<file path="src/rtl/iss_pkg.sv">
`timescale 1ns / 1ps
`default_nettype none

package iss_pkg;

    // Field widths
    localparam int MV_W       = 15;
    localparam int CODE_W     = 10;
    localparam int BUS_W      = 8;
    localparam int CFG_IDX_W  = 8;
    localparam int CFG_DATA_W = 16;

    // Divide by 100: (v * 5243) >> 19 is exact for every 15-bit v
    localparam int                MUL100_W   = 13;
    localparam logic [MUL100_W-1:0] DIV100_MUL = 13'd5243;
    localparam int                DIV100_SH  = 19;
    localparam int                TENTHS_W   = MV_W + MUL100_W - DIV100_SH;
    localparam logic [BUS_W-1:0]  BUS_MAX    = 8'd255;

    typedef logic [MV_W-1:0]      mv_t;
    typedef logic [CODE_W-1:0]    code_t;
    typedef logic [CFG_IDX_W-1:0] cfg_idx_t;

    // Register indexes
    localparam cfg_idx_t REG_FULL_SCALE = 8'd0;
    localparam cfg_idx_t REG_MIN_VOLT   = 8'd1;
    localparam cfg_idx_t REG_DEADBAND   = 8'd2;
    localparam cfg_idx_t REG_TRIP       = 8'd3;

    // Register reset values
    localparam mv_t   RST_FULL_SCALE = 15'd12000;
    localparam mv_t   RST_MIN_VOLT   = 15'd200;
    localparam mv_t   RST_DEADBAND   = 15'd100;
    localparam code_t RST_TRIP       = 10'd1023;

    typedef enum logic [1:0] {
        PH_IDLE,
        PH_WAIT,
        PH_FAULT
    } phase_t;

    typedef struct packed {
        mv_t   full_scale_mv;
        mv_t   min_volt_mv;
        mv_t   deadband_mv;
        code_t current_trip_code;
    } iss_cfg_t;

    // Per-sample control bits carried down the scaling pipe
    typedef struct packed {
        logic dir_en;
        logic dir_val;
        logic trip;
        logic ack;
    } iss_flags_t;

    // Scaled sample handed to the supervisor
    typedef struct packed {
        iss_flags_t       flags;
        mv_t              volt_mv;
        logic [BUS_W-1:0] tenths;
    } iss_item_t;

endpackage

`default_nettype wire

</file>
<file path="src/rtl/inverter_setpoint_supervisor_core.sv">
// Inverter setpoint supervisor. Each input transaction is one sampled tick of
// the direction switches, speed pot, three phase-current codes and the partner
// ACK line; each produces exactly one result transaction with the direction,
// READY, bus byte (tenths of a volt) and latched overcurrent fault. A new tick
// is accepted every cycle while the result channel is not stalled. Each tick
// passes through the five-register scaling pipe (sampled inputs, pot times
// full scale, reciprocal multiply for the divide by the ADC full code, quotient
// correction and clamp, divide by 100) and then the register that holds the
// supervisor state and outputs. With the result channel stalled the pipe fills
// and then holds off the input channel. Configuration writes are always
// accepted and must be issued only while no transactions are in flight.
`timescale 1ns / 1ps
`default_nettype none

module inverter_setpoint_supervisor_core #(
    parameter int ADC_BITS = 10
) (
    input  wire logic                          aclk,
    input  wire logic                          aresetn,
    // Sample channel
    input  wire logic                          s_valid,
    output logic                               s_ready,
    input  wire logic                          s_switch_forward,
    input  wire logic                          s_switch_reverse,
    input  wire logic [iss_pkg::CODE_W-1:0]    s_pot_code,
    input  wire logic [iss_pkg::CODE_W-1:0]    s_current_a_code,
    input  wire logic [iss_pkg::CODE_W-1:0]    s_current_b_code,
    input  wire logic [iss_pkg::CODE_W-1:0]    s_current_c_code,
    input  wire logic                          s_ack_level,
    // Result channel
    output logic                               m_valid,
    input  wire logic                          m_ready,
    output logic                               m_direction_out,
    output logic                               m_ready_out,
    output logic [iss_pkg::BUS_W-1:0]          m_bus_byte,
    output logic                               m_fault_out,
    // Configuration write channel
    input  wire logic                          cfg_valid,
    output logic                               cfg_ready,
    input  wire logic [iss_pkg::CFG_IDX_W-1:0]  cfg_index,
    input  wire logic [iss_pkg::CFG_DATA_W-1:0] cfg_data
);
    import iss_pkg::*;

    iss_cfg_t  cfg;
    iss_item_t item;
    logic      item_valid;
    logic      item_ready;

    iss_cfg_regs u_cfg (
        .aclk      (aclk),
        .aresetn   (aresetn),
        .cfg_valid (cfg_valid),
        .cfg_ready (cfg_ready),
        .cfg_index (cfg_index),
        .cfg_data  (cfg_data),
        .cfg       (cfg)
    );

    iss_scale_pipe #(
        .ADC_BITS (ADC_BITS)
    ) u_pipe (
        .aclk             (aclk),
        .aresetn          (aresetn),
        .s_valid          (s_valid),
        .s_ready          (s_ready),
        .s_switch_forward (s_switch_forward),
        .s_switch_reverse (s_switch_reverse),
        .s_pot_code       (s_pot_code),
        .s_current_a_code (s_current_a_code),
        .s_current_b_code (s_current_b_code),
        .s_current_c_code (s_current_c_code),
        .s_ack_level      (s_ack_level),
        .cfg              (cfg),
        .item_valid       (item_valid),
        .item_ready       (item_ready),
        .item             (item)
    );

    iss_ctrl u_ctrl (
        .aclk            (aclk),
        .aresetn         (aresetn),
        .item_valid      (item_valid),
        .item_ready      (item_ready),
        .item            (item),
        .deadband_mv     (cfg.deadband_mv),
        .m_valid         (m_valid),
        .m_ready         (m_ready),
        .m_direction_out (m_direction_out),
        .m_ready_out     (m_ready_out),
        .m_bus_byte      (m_bus_byte),
        .m_fault_out     (m_fault_out)
    );

endmodule

`default_nettype wire

</file>
<file path="src/rtl/iss_cfg_regs.sv">
`timescale 1ns / 1ps
`default_nettype none

module iss_cfg_regs (
    input  wire logic                         aclk,
    input  wire logic                         aresetn,
    input  wire logic                         cfg_valid,
    output logic                              cfg_ready,
    input  wire logic [iss_pkg::CFG_IDX_W-1:0]  cfg_index,
    input  wire logic [iss_pkg::CFG_DATA_W-1:0] cfg_data,
    output iss_pkg::iss_cfg_t                 cfg
);
    import iss_pkg::*;

    iss_cfg_t cfg_reg;
    iss_cfg_t cfg_next;

    // Writes are always accepted
    assign cfg_ready = 1'b1;
    assign cfg       = cfg_reg;

    // Register decode; unknown indexes are dropped
    always_comb begin
        cfg_next = cfg_reg;
        if (cfg_valid) begin
            case (cfg_index)
                REG_FULL_SCALE: cfg_next.full_scale_mv     = cfg_data[MV_W-1:0];
                REG_MIN_VOLT:   cfg_next.min_volt_mv       = cfg_data[MV_W-1:0];
                REG_DEADBAND:   cfg_next.deadband_mv       = cfg_data[MV_W-1:0];
                REG_TRIP:       cfg_next.current_trip_code = cfg_data[CODE_W-1:0];
                default: ;
            endcase
        end
    end

    always_ff @(posedge aclk) begin
        if (!aresetn) begin
            cfg_reg.full_scale_mv     <= RST_FULL_SCALE;
            cfg_reg.min_volt_mv       <= RST_MIN_VOLT;
            cfg_reg.deadband_mv       <= RST_DEADBAND;
            cfg_reg.current_trip_code <= RST_TRIP;
        end else begin
            cfg_reg <= cfg_next;
        end
    end

endmodule

`default_nettype wire

</file>
<file path="src/rtl/iss_scale_pipe.sv">
`timescale 1ns / 1ps
`default_nettype none

module iss_scale_pipe #(
    parameter int ADC_BITS = 10
) (
    input  wire logic                    aclk,
    input  wire logic                    aresetn,
    input  wire logic                    s_valid,
    output logic                         s_ready,
    input  wire logic                    s_switch_forward,
    input  wire logic                    s_switch_reverse,
    input  wire logic [iss_pkg::CODE_W-1:0] s_pot_code,
    input  wire logic [iss_pkg::CODE_W-1:0] s_current_a_code,
    input  wire logic [iss_pkg::CODE_W-1:0] s_current_b_code,
    input  wire logic [iss_pkg::CODE_W-1:0] s_current_c_code,
    input  wire logic                    s_ack_level,
    input  wire iss_pkg::iss_cfg_t       cfg,
    output logic                         item_valid,
    input  wire logic                    item_ready,
    output iss_pkg::iss_item_t           item
);
    import iss_pkg::*;

    localparam int STAGES    = 5;
    localparam int ADC_FULL  = (1 << ADC_BITS) - 1;
    localparam int POT_CMP_W = ((ADC_BITS > CODE_W) ? ADC_BITS : CODE_W) + 1;
    localparam logic [POT_CMP_W-1:0] POT_LIMIT = POT_CMP_W'(ADC_FULL);
    localparam int PROD_W    = ADC_BITS + MV_W;
    localparam int RECIP_W   = MV_W + 1;
    localparam logic [RECIP_W-1:0] RECIP =
        RECIP_W'((longint'(1) << PROD_W) / ADC_FULL);
    localparam int EST_W     = PROD_W + RECIP_W;
    localparam int REM_W     = PROD_W + 1;
    localparam logic [REM_W-1:0] DIVISOR = REM_W'(ADC_FULL);
    localparam int T_PROD_W  = MV_W + MUL100_W;

    // Stage valids and per-stage ready
    logic [STAGES-1:0] vld_reg;
    logic [STAGES-1:0] vld_next;
    logic [STAGES-1:0] rdy;
    logic [STAGES-1:0] load;

    // Stage 0: sampled inputs
    logic  s0_fwd_reg, s0_rev_reg, s0_ack_reg;
    code_t s0_pot_reg, s0_ia_reg, s0_ib_reg, s0_ic_reg;
    // Stage 1: pot times full scale
    logic [PROD_W-1:0] s1_prod_reg;
    iss_flags_t        s1_flags_reg;
    // Stage 2: quotient estimate
    logic [PROD_W-1:0]  s2_prod_reg;
    logic [RECIP_W-1:0] s2_est_reg;
    iss_flags_t         s2_flags_reg;
    // Stage 3: setpoint
    mv_t        s3_volt_reg;
    iss_flags_t s3_flags_reg;
    // Stage 4: setpoint and bus value
    iss_item_t  s4_item_reg;

    logic [POT_CMP_W-1:0] pot_wide;
    logic [ADC_BITS-1:0]  pot_sat;
    logic [PROD_W-1:0]    prod_a;
    iss_flags_t           flags_a;
    logic [EST_W-1:0]     est_full;
    logic [REM_W-1:0]     est_times_d;
    logic [REM_W-1:0]     rem_c;
    mv_t                  quo_c;
    mv_t                  scaled_c;
    mv_t                  volt_c;
    logic [T_PROD_W-1:0]  tenths_full;
    logic [TENTHS_W-1:0]  tenths_q;
    logic [BUS_W-1:0]     tenths_sat;

    // Ready chain: a stage takes new data when empty or when it drains
    always_comb begin
        rdy[STAGES-1] = !vld_reg[STAGES-1] || item_ready;
        for (int i = STAGES - 2; i >= 0; i--) begin
            rdy[i] = !vld_reg[i] || rdy[i+1];
        end
        load[0]     = s_valid && rdy[0];
        vld_next[0] = rdy[0] ? s_valid : vld_reg[0];
        for (int i = 1; i < STAGES; i++) begin
            load[i]     = vld_reg[i-1] && rdy[i];
            vld_next[i] = rdy[i] ? vld_reg[i-1] : vld_reg[i];
        end
    end

    assign s_ready    = rdy[0];
    assign item_valid = vld_reg[STAGES-1];
    assign item       = s4_item_reg;

    always_ff @(posedge aclk) begin
        if (!aresetn) begin
            vld_reg <= '0;
        end else begin
            vld_reg <= vld_next;
        end
    end

    // A: saturate pot, multiply by full scale, check trip
    always_comb begin
        pot_wide = {{(POT_CMP_W-CODE_W){1'b0}}, s0_pot_reg};
        pot_sat  = (pot_wide > POT_LIMIT) ? POT_LIMIT[ADC_BITS-1:0]
                                          : pot_wide[ADC_BITS-1:0];
        prod_a   = {{MV_W{1'b0}}, pot_sat} * {{ADC_BITS{1'b0}}, cfg.full_scale_mv};
        flags_a.dir_en  = s0_fwd_reg || s0_rev_reg;
        flags_a.dir_val = s0_fwd_reg;
        flags_a.trip    = (s0_ia_reg > cfg.current_trip_code) ||
                          (s0_ib_reg > cfg.current_trip_code) ||
                          (s0_ic_reg > cfg.current_trip_code);
        flags_a.ack     = s0_ack_reg;
    end

    // B: reciprocal multiply, estimate is exact or one low
    assign est_full = {{RECIP_W{1'b0}}, s1_prod_reg} * {{PROD_W{1'b0}}, RECIP};

    // C: correct the estimate, clamp to minimum, zero with no switch
    always_comb begin
        est_times_d = {s2_est_reg, {ADC_BITS{1'b0}}} - {{ADC_BITS{1'b0}}, s2_est_reg};
        rem_c       = {1'b0, s2_prod_reg} - est_times_d;
        quo_c       = s2_est_reg[MV_W-1:0] + MV_W'(rem_c >= DIVISOR);
        scaled_c    = (quo_c < cfg.min_volt_mv) ? cfg.min_volt_mv : quo_c;
        volt_c      = s2_flags_reg.dir_en ? scaled_c : '0;
    end

    // D: tenths of a volt, saturated to the bus width
    always_comb begin
        tenths_full = {{MUL100_W{1'b0}}, s3_volt_reg} * {{MV_W{1'b0}}, DIV100_MUL};
        tenths_q    = tenths_full[T_PROD_W-1:DIV100_SH];
        tenths_sat  = (tenths_q > {1'b0, BUS_MAX}) ? BUS_MAX : tenths_q[BUS_W-1:0];
    end

    // Payload registers
    always_ff @(posedge aclk) begin
        if (load[0]) begin
            s0_fwd_reg <= s_switch_forward;
            s0_rev_reg <= s_switch_reverse;
            s0_pot_reg <= s_pot_code;
            s0_ia_reg  <= s_current_a_code;
            s0_ib_reg  <= s_current_b_code;
            s0_ic_reg  <= s_current_c_code;
            s0_ack_reg <= s_ack_level;
        end
        if (load[1]) begin
            s1_prod_reg  <= prod_a;
            s1_flags_reg <= flags_a;
        end
        if (load[2]) begin
            s2_prod_reg  <= s1_prod_reg;
            s2_est_reg   <= est_full[EST_W-1:PROD_W];
            s2_flags_reg <= s1_flags_reg;
        end
        if (load[3]) begin
            s3_volt_reg  <= volt_c;
            s3_flags_reg <= s2_flags_reg;
        end
        if (load[4]) begin
            s4_item_reg.flags   <= s3_flags_reg;
            s4_item_reg.volt_mv <= s3_volt_reg;
            s4_item_reg.tenths  <= tenths_sat;
        end
    end

endmodule

`default_nettype wire

</file>
<file path="src/rtl/iss_ctrl.sv">
`timescale 1ns / 1ps
`default_nettype none

module iss_ctrl (
    input  wire logic                    aclk,
    input  wire logic                    aresetn,
    input  wire logic                    item_valid,
    output logic                         item_ready,
    input  wire iss_pkg::iss_item_t      item,
    input  wire logic [iss_pkg::MV_W-1:0] deadband_mv,
    output logic                         m_valid,
    input  wire logic                    m_ready,
    output logic                         m_direction_out,
    output logic                         m_ready_out,
    output logic [iss_pkg::BUS_W-1:0]    m_bus_byte,
    output logic                         m_fault_out
);
    import iss_pkg::*;

    phase_t           phase_reg, phase_next;
    logic             ack_latched_reg, ack_latched_next;
    mv_t              pending_reg, pending_next;
    mv_t              last_sent_reg, last_sent_next;
    logic             direction_reg, direction_next;
    logic [BUS_W-1:0] bus_reg, bus_next;
    logic             ready_reg, ready_next;
    logic             m_valid_reg, m_valid_next;
    logic             fire;
    mv_t              diff;

    // Result register is free or being emptied
    assign item_ready = !m_valid_reg || m_ready;
    assign fire       = item_valid && item_ready;

    assign m_valid         = m_valid_reg;
    assign m_direction_out = direction_reg;
    assign m_ready_out     = ready_reg;
    assign m_bus_byte      = bus_reg;
    assign m_fault_out     = (phase_reg == PH_FAULT);

    assign diff = (item.volt_mv > last_sent_reg) ? (item.volt_mv - last_sent_reg)
                                                 : (last_sent_reg - item.volt_mv);

    // Supervisor next state, applied once per transaction
    always_comb begin
        phase_next       = phase_reg;
        ack_latched_next = ack_latched_reg;
        pending_next     = pending_reg;
        last_sent_next   = last_sent_reg;
        direction_next   = direction_reg;
        bus_next         = bus_reg;
        ready_next       = ready_reg;
        m_valid_next     = m_valid_reg && !m_ready;
        if (fire) begin
            m_valid_next = 1'b1;
            case (phase_reg)
                PH_IDLE: begin
                    ack_latched_next = item.flags.ack;
                    if (item.flags.dir_en) begin
                        direction_next = item.flags.dir_val;
                    end
                    pending_next = item.volt_mv;
                    if (item.flags.trip) begin
                        phase_next = PH_FAULT;
                    end else if (diff != '0 && diff >= deadband_mv) begin
                        ready_next = 1'b1;
                        bus_next   = item.tenths;
                        phase_next = PH_WAIT;
                    end
                end
                PH_WAIT: begin
                    // Partner acknowledges by toggling its line
                    if (item.flags.ack != ack_latched_reg) begin
                        ready_next     = 1'b0;
                        last_sent_next = pending_reg;
                        phase_next     = PH_IDLE;
                    end
                end
                PH_FAULT: ;
                default: phase_next = PH_IDLE;
            endcase
        end
    end

    always_ff @(posedge aclk) begin
        if (!aresetn) begin
            phase_reg       <= PH_IDLE;
            ack_latched_reg <= 1'b0;
            pending_reg     <= '0;
            last_sent_reg   <= '0;
            direction_reg   <= 1'b0;
            bus_reg         <= '0;
            ready_reg       <= 1'b0;
            m_valid_reg     <= 1'b0;
        end else begin
            phase_reg       <= phase_next;
            ack_latched_reg <= ack_latched_next;
            pending_reg     <= pending_next;
            last_sent_reg   <= last_sent_next;
            direction_reg   <= direction_next;
            bus_reg         <= bus_next;
            ready_reg       <= ready_next;
            m_valid_reg     <= m_valid_next;
        end
    end

endmodule

`default_nettype wire

</file>
<file path="config.mk">
export PLATFORM = sky130hd
export DESIGN_NAME = inverter_setpoint_supervisor_core
export DESIGN_NICKNAME = d
export VERILOG_FILES = /design/src/rtl/iss_pkg.sv /design/src/rtl/inverter_setpoint_supervisor_core.sv /design/src/rtl/iss_cfg_regs.sv /design/src/rtl/iss_scale_pipe.sv /design/src/rtl/iss_ctrl.sv
export SDC_FILE = /design/constraint.sdc
export NUM_CORES = 1
export LEC_CHECK = 0
export BUFFER_PORTS_ARGS = -buffer_cell sky130_fd_sc_hd__buf_2
export CORE_ASPECT_RATIO = 0.6
export CORE_MARGIN = 2
export CORE_UTILIZATION = 55
export CTS_CLUSTER_DIAMETER = 80
export DETAILED_ROUTE_END_ITERATION = 7
export GPL_TIMING_DRIVEN = 0
export PLACE_DENSITY_LB_ADDON = 0.15
export SYNTH_ARGS = -nofsm -noshare
export SYNTH_HDL_FRONTEND = slang
export SYNTH_SLANG_ARGS = --single-unit
</file>
<file path="constraint.sdc">
create_clock -name aclk -period 12.45 [get_ports aclk]
set_input_delay 1.8675 -clock aclk [delete_from_list [all_inputs] [get_ports aclk]]
set_output_delay 1.8675 -clock aclk [all_outputs]
set_load 0.01 [all_outputs]
</file>
==> impl_results.md, run 1 <==
* Setup violations, final at 0
* Die Height at 163 um
* CTS tree: built
* Cts hold-fix bufs at 0
* Startpoint Class: flip-flop
* Tot GR Track Use at 26.7%
* Yosys Warn Count at 0
* Initial Util at 55.6%
* Sw Pwr at 1.46 mW
* Placer Congestion at 0.939
* R2R setup slack at 4740 ps
* Slowest-stage cell, CP: or4_1
* Largest cells by area after synthesis: edfxtp_1 (21%), ha_1 (18%), fa_1 (15%)
* CTS buffer count at 29
* Worst Reg-to-Reg Cells at 28
* Internal at 2.39 mW
* Final worst slack at 4740 ps
* Dpl hpwl at 47300 um
* FFs w/ async S/R, synth at 0%
* Routed WL per cell at 19.2 um
* Die Area at 0.0439 sq mm
* RR Endpoint: u_pipe.s3_volt_reg[12]$_SDFFCE_PN0P_
* CTS sink count at 267
* Core Rows at 58
* Vias per cell at 5.51
* Post-layout nets at 2993
* Placed cells at 2946
* Largest register FFs at 55
* Status: finished clean
* Crit-path max FO at 10
* Worst hold slack at 408 ps
* Hold Path Class: flip-flop to flip-flop
* Most frequent cells in the layout: inv_1 (368), ha_1 (335), nand2_1 (230)
* Layout cell share with drive strength beyond 1 at 6.96%
* Drt drc at 0
* Logic gate share of total power at 47.6%
* Worst path bufs/invs at 5
* Post-CTS Setup Bufs at 0
* Reg area at 0.00698 sq mm
* Leakage at 11.8 nW
* Design area at 0.0254 sq mm
* Mapped cell area at 0.0232 sq mm
* Synth unique cells at 76
* Initial DRT Pass Iterations at 6
* WL final at 57600 um
* Fin. Hold Viols at 0
* DR iter-0 viols at 1458
* PwrDens at 152 mW/mm^2
* CTS root buf: clkbuf_16
* CP dominant cell by count: ha_1
* Worst slew margin at 29.3%
* CP top delay family: compound AO/OA/AOI/OAI gates
* Post-synthesis sequential area ratio at 30.1%
* Syn_nets at 2878
* Critical Path End Type: flip-flop
* P&R area growth vs syn at 9.32%
* Antenna violations before repair at 5
* Core region area at 0.0417 sq mm
* Clock skew at 19.9 ps
* RSZ-0062 raised after global routing: no
* Worst VDD drop at 0.126 mV
* Pin count of the biggest net entering global routing at 32
* Clock tree buffer depth at 3
* Sequential power share at 30.1%
* Least-Margin Pin Slew at 1050 ps
* Net Sw Frac at 37.9%
* Reg clk slew, reported paths at 60 ps
* CP max stage delay at 620 ps
* Vias in the first global route at 16306
* Clock power share at 22.3%
* Post-CTS Resized at 0
* Crit share post-route at 61.9%
* Vias at 16525
* Die Width at 269 um
* Antenna viol nets, final at 0
* Area occupied by multi-input gates at 0.0145 sq mm
* Hold_sp: u_pipe.s0_ack_reg$_DFFE_PP_
* Post-synth top area share at 21.1%
* Fin crit period at 7710 ps
* Hold EP: u_pipe.s1_flags_reg[0]$_DFFE_PP_
* Skew-Pair Late Insertion Delay at 590 ps
* Post-synthesis cell count at 2292
* Post-DP Area at 0.0244 sq mm
* Critical path type: flip-flop to flip-flop
* Cell depth of the worst hold path at 0
* Max-slew violations at 0
* Post-layout util at 60.8%
* DP Worst Slack at 4980 ps
* Critical path required time at 12820 ps
* Worst path arrival time at 8070 ps
* CTS H-tree depth at 1
* Count of input and output buffers at 82
* EDFF count, synth at 163
* Synthesis-stage register bit count at 267
* Commonest non-fill, non-tap cell in the layout: inv_1
* Overall power at 3.85 mW
* Post-synth top flop: edfxtp_1
* Final cell count without fillers at 3000
* Fillers at 3556
* Global-route wire length before repair at 90900 um
* Reg2reg start: u_pipe.s2_est_reg[6]$_DFFE_PP_
* Setup tns final at 0 ps
* Yosys top cell by area: edfxtp_1
* Grt ovf at 0
* Post-Syn Area per Cell at 10.1 sq um
* IO Count at 86
* Maxcap violations at 0
* Fmax at 130 MHz
-- cells by family (layout without fill, tap and decap cells) --
| family | after synthesis | count (layout) | share of synthesized area, % |
|---|---|---|---|
| compound gates | 364 | 364 | 10.8 |
| mux | 77 | 77 | 3.33 |
| buf+inv | 448 | 584 | 7.45 |
| other cells | 1 | 3 | 0.0162 |
| flops | 267 | 267 | 30.1 |
| simple gates | 536 | 536 | 11.6 |
| xor+xnor | 85 | 85 | 3.21 |
| fa+ha+maj | 514 | 514 | 33.5 |
-- final cells by class --
cell class              instances  area share [%]
repair buffers                 84            1.81
clock buffers                  34            2.93
plain buffers                  80            1.37
flip-flops and latches        267            27.5
clock inverters                18           0.769
diodes                          2          0.0197
inverters                     368            5.44
multi-input cells            1577            57.3
well taps                     570            2.81
-- worst reg2reg max path: cells and delay by family, from the launching register on --
family | cells | cell delay [ps]
XOR/XNOR | 2 | 580
flip-flops | 1 | 440
AO/OA/AOI/OAI | 14 | 3350
adder cells (fa/ha/maj) | 5 | 1340
AND/OR/NAND/NOR | 2 | 930
buffers and inverters | 5 | 870
-- cells in the mapped netlist (all sizes together) (5+ instances only) --
| library cell | number |
|---|---|
| nor4 | 10 |
| buf | 20 |
| a21oi | 82 |
| nand4 | 19 |
| a21o | 52 |
| o211ai | 11 |
| nand2 | 230 |
| a31oi | 9 |
| nor2 | 39 |
| mux2i | 76 |
| ha | 335 |
| or3 | 5 |
| o21ai | 53 |
| nand2b | 20 |
| a211oi | 36 |
| a31o | 8 |
| nor2b | 62 |
| o21bai | 9 |
| fa | 179 |
| dfxtp | 104 |
| o21a | 18 |
| edfxtp | 163 |
| xor2 | 17 |
| and3 | 13 |
| xnor2 | 68 |
| nor3 | 19 |
| nand3 | 28 |
| and4 | 5 |
| a2111oi | 5 |
| inv | 368 |
| a21boi | 34 |
| and2 | 72 |
| clkbuf | 60 |
-- power by group through the flow --
stage / registers [mW] / logic (mW) / clock network [mW]
2_1_floorplan: 1.14 / 1.39 / 0
3_3_place_gp: 1.18 / 1.75 / 0
3_5_place_dp: 1.18 / 1.80 / 0
4_1_cts: 1.16 / 1.82 / 0.879
5_1_grt: 1.17 / 2.08 / 0.913
6_report: 1.16 / 1.83 / 0.861
-- layer usage --
layer	track usage [%]	routed length (um)	vias up
li1	-	-	7984
met2	36.0	21700	534
met3	6.17	5340	57
met4	4.70	891	0
met1	42.9	29600	7950
met5	0	0	-
-- worst max-delay path by stage --
stage / from / end / slack [ps] / cells after the start
finish: u_pipe.s2_est_reg[6]$_DFFE_PP_ / u_pipe.s3_volt_reg[12]$_SDFFCE_PN0P_ / 4740 / 28
global route: u_pipe.s2_est_reg[6]$_DFFE_PP_ / u_pipe.s3_volt_reg[11]$_SDFFCE_PN0P_ / 4360 / 28
CTS: u_pipe.s2_est_reg[6]$_DFFE_PP_ / u_pipe.s3_volt_reg[13]$_SDFFCE_PN0P_ / 4910 / 28
detailed placement: u_pipe.s2_est_reg[6]$_DFFE_PP_ / u_pipe.s3_volt_reg[13]$_SDFFCE_PN0P_ / 4980 / 28
global placement: u_pipe.s2_est_reg[6]$_DFFE_PP_ / u_pipe.s3_volt_reg[14]$_SDFFCE_PN0P_ / 5010 / 28
floorplan: u_pipe.s2_est_reg[3]$_DFFE_PP_ / u_pipe.s3_volt_reg[10]$_SDFFCE_PN0P_ / 6430 / 28
No activity file was read; power rests on OpenSTA's default activity.
==> run 2, diff against run 1 <==
- ABC_AREA: not set -> 1
- clock period: 12.45 -> 7.2 ns (I/O delays scaled with it)
==> impl_results.md, run 2 <==
* Final cell count without fillers at 3525 (+18%)
* Global-route wire length before repair at 97300 um (+7.0%)
* Post-synthesis sequential area ratio at 29.2% (-0.91 points)
* Synth cell count leaders: nand2_1 (551), inv_1 (550), ha_1 (335)
* WL final at 61300 um (+6.6%)
* CTS buffer count at 25 (-14%)
* Yosys top cell by area: edfxtp_1
* Initial Util at 55.5% (-0.10 points)
* Largest cells by area after synthesis: edfxtp_1 (20%), ha_1 (18%), fa_1 (15%)
* Clock tree buffer depth at 3 (unchanged)
* Routed WL per cell at 17.4 um (-9.3%)
* FFs w/ async S/R, synth at 0% (unchanged)
* Vias per cell at 5.45 (-1.1%)
* Synthesis-stage register bit count at 267 (unchanged)
* Post-layout nets at 3513 (+17%)
* Mapped cell area at 0.0239 sq mm (+3.1%)
* Core region area at 0.0431 sq mm (+3.3%)
* Critical Path End Type: flip-flop
* PwrDens at 265 mW/mm^2 (+75%)
* Post-layout util at 60.2% (-0.62 points)
* Synth unique cells at 56 (-26%)
* Crit share post-route at 87.4% (+25 points)
* Post-DP Area at 0.0251 sq mm (+2.9%)
* Clock skew at 11.4 ps (-8.49 ps)
* Post-CTS Setup Bufs at 0 (unchanged)
* Post-Syn Area per Cell at 8.50 sq um (-16%)
* Post-synthesis cell count at 2816 (+23%)
* Drt drc at 0 (unchanged)
* Reg clk slew, reported paths at 70 ps (about the same)
* Most frequent cells in the layout: nand2_1 (551), inv_1 (551), ha_1 (335)
* Fillers at 3874 (+8.9%)
* IO Count at 86 (unchanged)
* CTS tree: built
* Count of input and output buffers at 82 (unchanged)
* Tot GR Track Use at 27.3% (+0.67 points)
* Critical path type: flip-flop to flip-flop
* Core Rows at 59 (+1.7%)
* P&R area growth vs syn at 8.41%
* CTS root buf: clkbuf_16
* DR iter-0 viols at 1517 (+4.0%)
* Status: finished clean
* Vias in the first global route at 18556 (+14%)
* Least-Margin Pin Slew at 1060 ps (+3.37 ps)
* Design area at 0.0259 sq mm (+2.3%)
* CTS H-tree depth at 1 (unchanged)
* Vias at 19210 (+16%)
* Worst VDD drop at 0.301 mV (+140%)
* Pin count of the biggest net entering global routing at 44 (+38%)
* DP Worst Slack at 1110 ps (-3860 ps)
* Dpl hpwl at 50600 um (+7.1%)
* Skew-Pair Late Insertion Delay at 550 ps (-40 ps)
* Placed cells at 3479 (+18%)
* Setup tns final at 0 ps (unchanged)
* Leakage at 13.1 nW (+11%)
* Fmax at 159 MHz (+23%)
* Worst slew margin at 29.5% (+0.24 points)
* Die Height at 166 um (+1.5%)
* Critical path required time at 7490 ps (-5330 ps)
* Hold Path Class: flip-flop to flip-flop
* Max-slew violations at 0 (unchanged)
* RSZ-0062 raised after global routing: no
* Largest register FFs at 55 (unchanged)
* Final worst slack at 910 ps (-3830 ps)
* EDFF count, synth at 163 (unchanged)
* Setup violations, final at 0 (unchanged)
* Top-count cell post-synth: nand2_1
* Worst hold slack at 417 ps (+8.72 ps)
* Die Width at 273 um (+1.5%)
* Syn_nets at 3402 (+18%)
* Antenna viol nets, final at 0 (unchanged)
* Die Area at 0.0453 sq mm (+3.1%)
* Maxcap violations at 0 (unchanged)
* Placer Congestion at 0.945 (+0.65%)
* CTS sink count at 267 (unchanged)
* Yosys Warn Count at 0 (unchanged)
* Initial DRT Pass Iterations at 6 (unchanged)
* Layout cell share with drive strength beyond 1 at 5.91% (-1.1 points)
* Fin crit period at 6290 ps (-1420 ps)
* Post-synth top flop: edfxtp_1
* Crit-path max FO at 10 (unchanged)
* Startpoint Class: flip-flop
* Fin. Hold Viols at 0 (unchanged)
* Cts hold-fix bufs at 0 (unchanged)
* R2R setup slack at 910 ps (-3830 ps)
* Antenna violations before repair at 2 (-3)
* Grt ovf at 0 (unchanged)
* Slowest-stage cell, CP: fa_1
* Overall power at 6.88 mW (+79%)
* Worst path arrival time at 6580 ps (-1490 ps)
* Post-CTS Resized at 0 (unchanged)
* Post-synth top area share at 20.5% (-0.64 points)
* CP max stage delay at 590 ps (-30 ps)
==> run 2: layout make-up <==
class | instances | area (sq um) | area share [%]
Buffer | 62 | 262 | 1.01
Inverter | 559 | 2100 | 8.09
Clock buffer | 34 | 724 | 2.79
Antenna cell | 1 | 2.50 | 0.00965
Sequential cell | 267 | 6980 | 26.9
Clock inverter | 11 | 96.3 | 0.371
Tap cell | 579 | 724 | 2.79
Multi-Input combinational cell | 1928 | 14600 | 56.3
Timing Repair Buffer | 84 | 450 | 1.74
==> run 2: cell families after synthesis <==
| logic type | share of synthesized area (%) |
|---|---|
| and+or+nand+nor | 15.9 |
| DFF | 29.2 |
| buffers and inverters | 9.86 |
| xor gates and xnor gates | 2.71 |
| adders and majority gates | 32.5 |
| AOI/OAI and AO/OA | 9.91 |
| other | 0.0157 |
==> run 2: metal layers <==
metal	GRT usage, %	vias to the layer above	part of all wire, %
met4	5.04	2	1.8
met2	40.1	638	41
met3	4.06	86	7.5
met1	42.7	9137	49
met5	0	-	0.028
li1	-	9347	-
==> run 2: critical path: cells and delay by family, from the launching register on <==
family	cells	cell delay, ps
simple gates	13	1890
fa+ha+maj	4	1470
compound gates	7	1390
flops	1	520
xor+xnor	2	460
buf+inv	2	300
==> run 2: worst paths after layout <==
kind | start | endpoint | cells past startpoint
worst max register to register | u_pipe.s2_est_reg[3]$_DFFE_PP_ | u_pipe.s3_volt_reg[11]$_SDFFCE_PN0P_ | 28
worst min-delay path | u_pipe.s1_flags_reg[2]$_DFFE_PP_ | u_pipe.s2_flags_reg[2]$_DFFE_PP_ | 0
worst min register to register | u_pipe.s1_flags_reg[2]$_DFFE_PP_ | u_pipe.s2_flags_reg[2]$_DFFE_PP_ | 0
worst max-delay path | u_pipe.s2_est_reg[3]$_DFFE_PP_ | u_pipe.s3_volt_reg[11]$_SDFFCE_PN0P_ | 28
==> run 2: report_power, final <==
| part | internal [mW] | total (mW) | switching, mW |
|---|---|---|---|
| sequential | 1.88 | 2.02 | 0.146 |
| clock | 0.747 | 1.36 | 0.609 |
| combinational | 1.36 | 3.50 | 2.14 |
==> run 3, diff against run 2 <==
- ABC_AREA: 1 -> not set
- SLEW_MARGIN: not set -> 20
==> impl_results.md, run 3 (synthesis results as in run 1) <==
* Cell depth of the worst hold path at 0 (unchanged)
* CTS root buf: clkbuf_16
* Critical path type: flip-flop to flip-flop
* Antenna viol nets, final at 0 (unchanged)
* Worst VDD drop at 0.217 mV (-28%)
* Vias at 16630 (-13%)
* Setup tns final at 0 ps (unchanged)
* Die Height at 163 um (-1.5%)
* Most frequent cells in the layout: inv_1 (365), ha_1 (335), nand2_1 (230)
* Clock tree buffer depth at 3 (unchanged)
* Crit share post-route at 94.2% (+6.8 points)
* Initial DRT Pass Iterations at 6 (unchanged)
* Tot GR Track Use at 26.9% (-0.39 points)
* Max-slew violations at 0 (unchanged)
* Cts hold-fix bufs at 0 (unchanged)
* Clock skew at 23.5 ps (+12.1 ps)
* CP max stage delay at 600 ps (about the same)
* Routed WL per cell at 19.3 um (+11%)
* Skew-Pair Late Insertion Delay at 580 ps (+30 ps)
* Worst slew margin at 32.9% (+3.3 points)
* Fin crit period at 6780 ps (+491 ps)
* Initial Util at 55.6% (+0.10 points)
* Drt drc at 0 (unchanged)
* Pin count of the biggest net entering global routing at 27 (-39%)
* Met1 Use GR at 43.1% (+0.40 points)
* Met2 Track Usage GR at 36.7% (-3.4 points)
* CTS H-tree depth at 1 (unchanged)
* Core region area at 0.0417 sq mm (-3.2%)
* Largest register FFs at 55 (unchanged)
* P&R area growth vs syn at 11.1%
* Die Area at 0.0439 sq mm (-3.0%)
* Vias in the first global route at 16416 (-12%)
* Critical path required time at 7600 ps (+110 ps)
* CTS tree: built
* Core Rows at 58 (-1.7%)
* Hold Path Class: flip-flop to flip-flop
* Dpl hpwl at 47600 um (-6.0%)
* Leakage at 11.9 nW (-9.0%)
* Fmax at 147 MHz (-7.2%)
* Critical Path End Type: flip-flop
* Post-DP Area at 0.0245 sq mm (-2.3%)
* Layout cell share with drive strength beyond 1 at 8.61% (+2.7 points)
* PwrDens at 268 mW/mm^2 (+1.0%)
* Setup violations, final at 0 (unchanged)
* Design area at 0.0258 sq mm (-0.67%)
* WL final at 58100 um (-5.3%)
* Global-route wire length before repair at 91800 um (-5.6%)
* Grt ovf at 0 (unchanged)
* Commonest non-fill, non-tap cell in the layout: inv_1
* Worst path arrival time at 7180 ps (+600 ps)
* Status: finished clean
* CTS sink count at 267 (unchanged)
* Antenna violations before repair at 4 (+2)
* Count of input and output buffers at 82 (unchanged)
* DR iter-0 viols at 1399 (-7.8%)
* Reg clk slew, reported paths at 70 ps (about the same)
* Slowest-stage cell, CP: or4_4
* Overall power at 6.91 mW (+0.32%)
* Least-Margin Pin Slew at 999 ps (-56.5 ps)
* Die Width at 269 um (-1.5%)
* Placer Congestion at 0.939 (-0.65%)
* Busiest grt layer: met1
* Crit-path max FO at 10 (unchanged)
* Worst Reg-to-Reg Cells at 29 (+3.6%)
* Vias per cell at 5.52 (+1.3%)
* Startpoint Class: flip-flop
* Post-layout nets at 3004 (-14%)
* Fin. Hold Viols at 0 (unchanged)
* GR Util met3 at 6.85% (+2.8 points)
* CP dominant cell by count: ha_1
* CTS buffer count at 28 (+12%)
* IO Count at 86 (unchanged)
* Maxcap violations at 0 (unchanged)
run 3: layout make-up:
| class | instances | area, sq um |
|---|---|---|
| repair buffers | 98 | 651 |
| well taps | 570 | 713 |
| multi-input cells | 1577 | 14600 |
| flip-flops and latches | 267 | 6980 |
| fillers | 3478 | 16000 |
| diodes | 3 | 7.51 |
| clock inverters | 20 | 340 |
| clock buffers | 32 | 716 |
| inverters | 368 | 1380 |
| plain buffers | 78 | 345 |
run 3: path summary, 6_finish.rpt:
| kind | from | slack [ps] | endpoint |
|---|---|---|---|
| hold / removal | u_pipe.s0_ack_reg$_DFFE_PP_ | 400 | u_pipe.s1_flags_reg[0]$_DFFE_PP_ |
| setup / recovery | u_pipe.s2_est_reg[5]$_DFFE_PP_ | 420 | u_pipe.s3_volt_reg[13]$_SDFFCE_PN0P_ |
| setup reg to reg | u_pipe.s2_est_reg[5]$_DFFE_PP_ | 420 | u_pipe.s3_volt_reg[13]$_SDFFCE_PN0P_ |
| hold reg to reg | u_pipe.s0_ack_reg$_DFFE_PP_ | 400 | u_pipe.s1_flags_reg[0]$_DFFE_PP_ |
run 3: stage by stage:
stage	setup WS (ps)	cells	utilization [%]	hold WS, ps
after CTS	-45.5	3003	61.5	404
after global routing	-20.5	3011	61.7	421
after detailed placement	-293	2951	58.8	405
after global placement	-243	2944	58.3	405
final	419	3013	61.8	400
after floorplan	1180	2292	-	400
run 3: report_power, final:
part,internal (mW),switching (mW)
sequential,1.87,0.129
clock,1.01,0.640
combinational,1.45,1.80
run 3: critical path: cells and delay by family, from the launching register on:
family	cells	cell delay (ps)
adders and majority gates	5	1620
buffers and inverters	5	740
DFF	1	460
AOI/OAI and AO/OA	8	1560
xor gates and xnor gates	1	300
and+or+nand+nor	10	1910
run 3: layer usage:
layer  up-vias  part of all wire [%]
li1       8000                     -
met1      7979                    50
met2       598                    38
met3        53                    10
met4         0                   1.3
met5         -                     0
run 3: repair_timing:
action / 4_1_cts / 5_1_grt
endpoints found under the setup margin: 10 / 15
pin swaps: 1 / 5
resized for setup: 8 / 26
hold endpoints to repair: 0 / 0
buffers inserted: 0 / 9
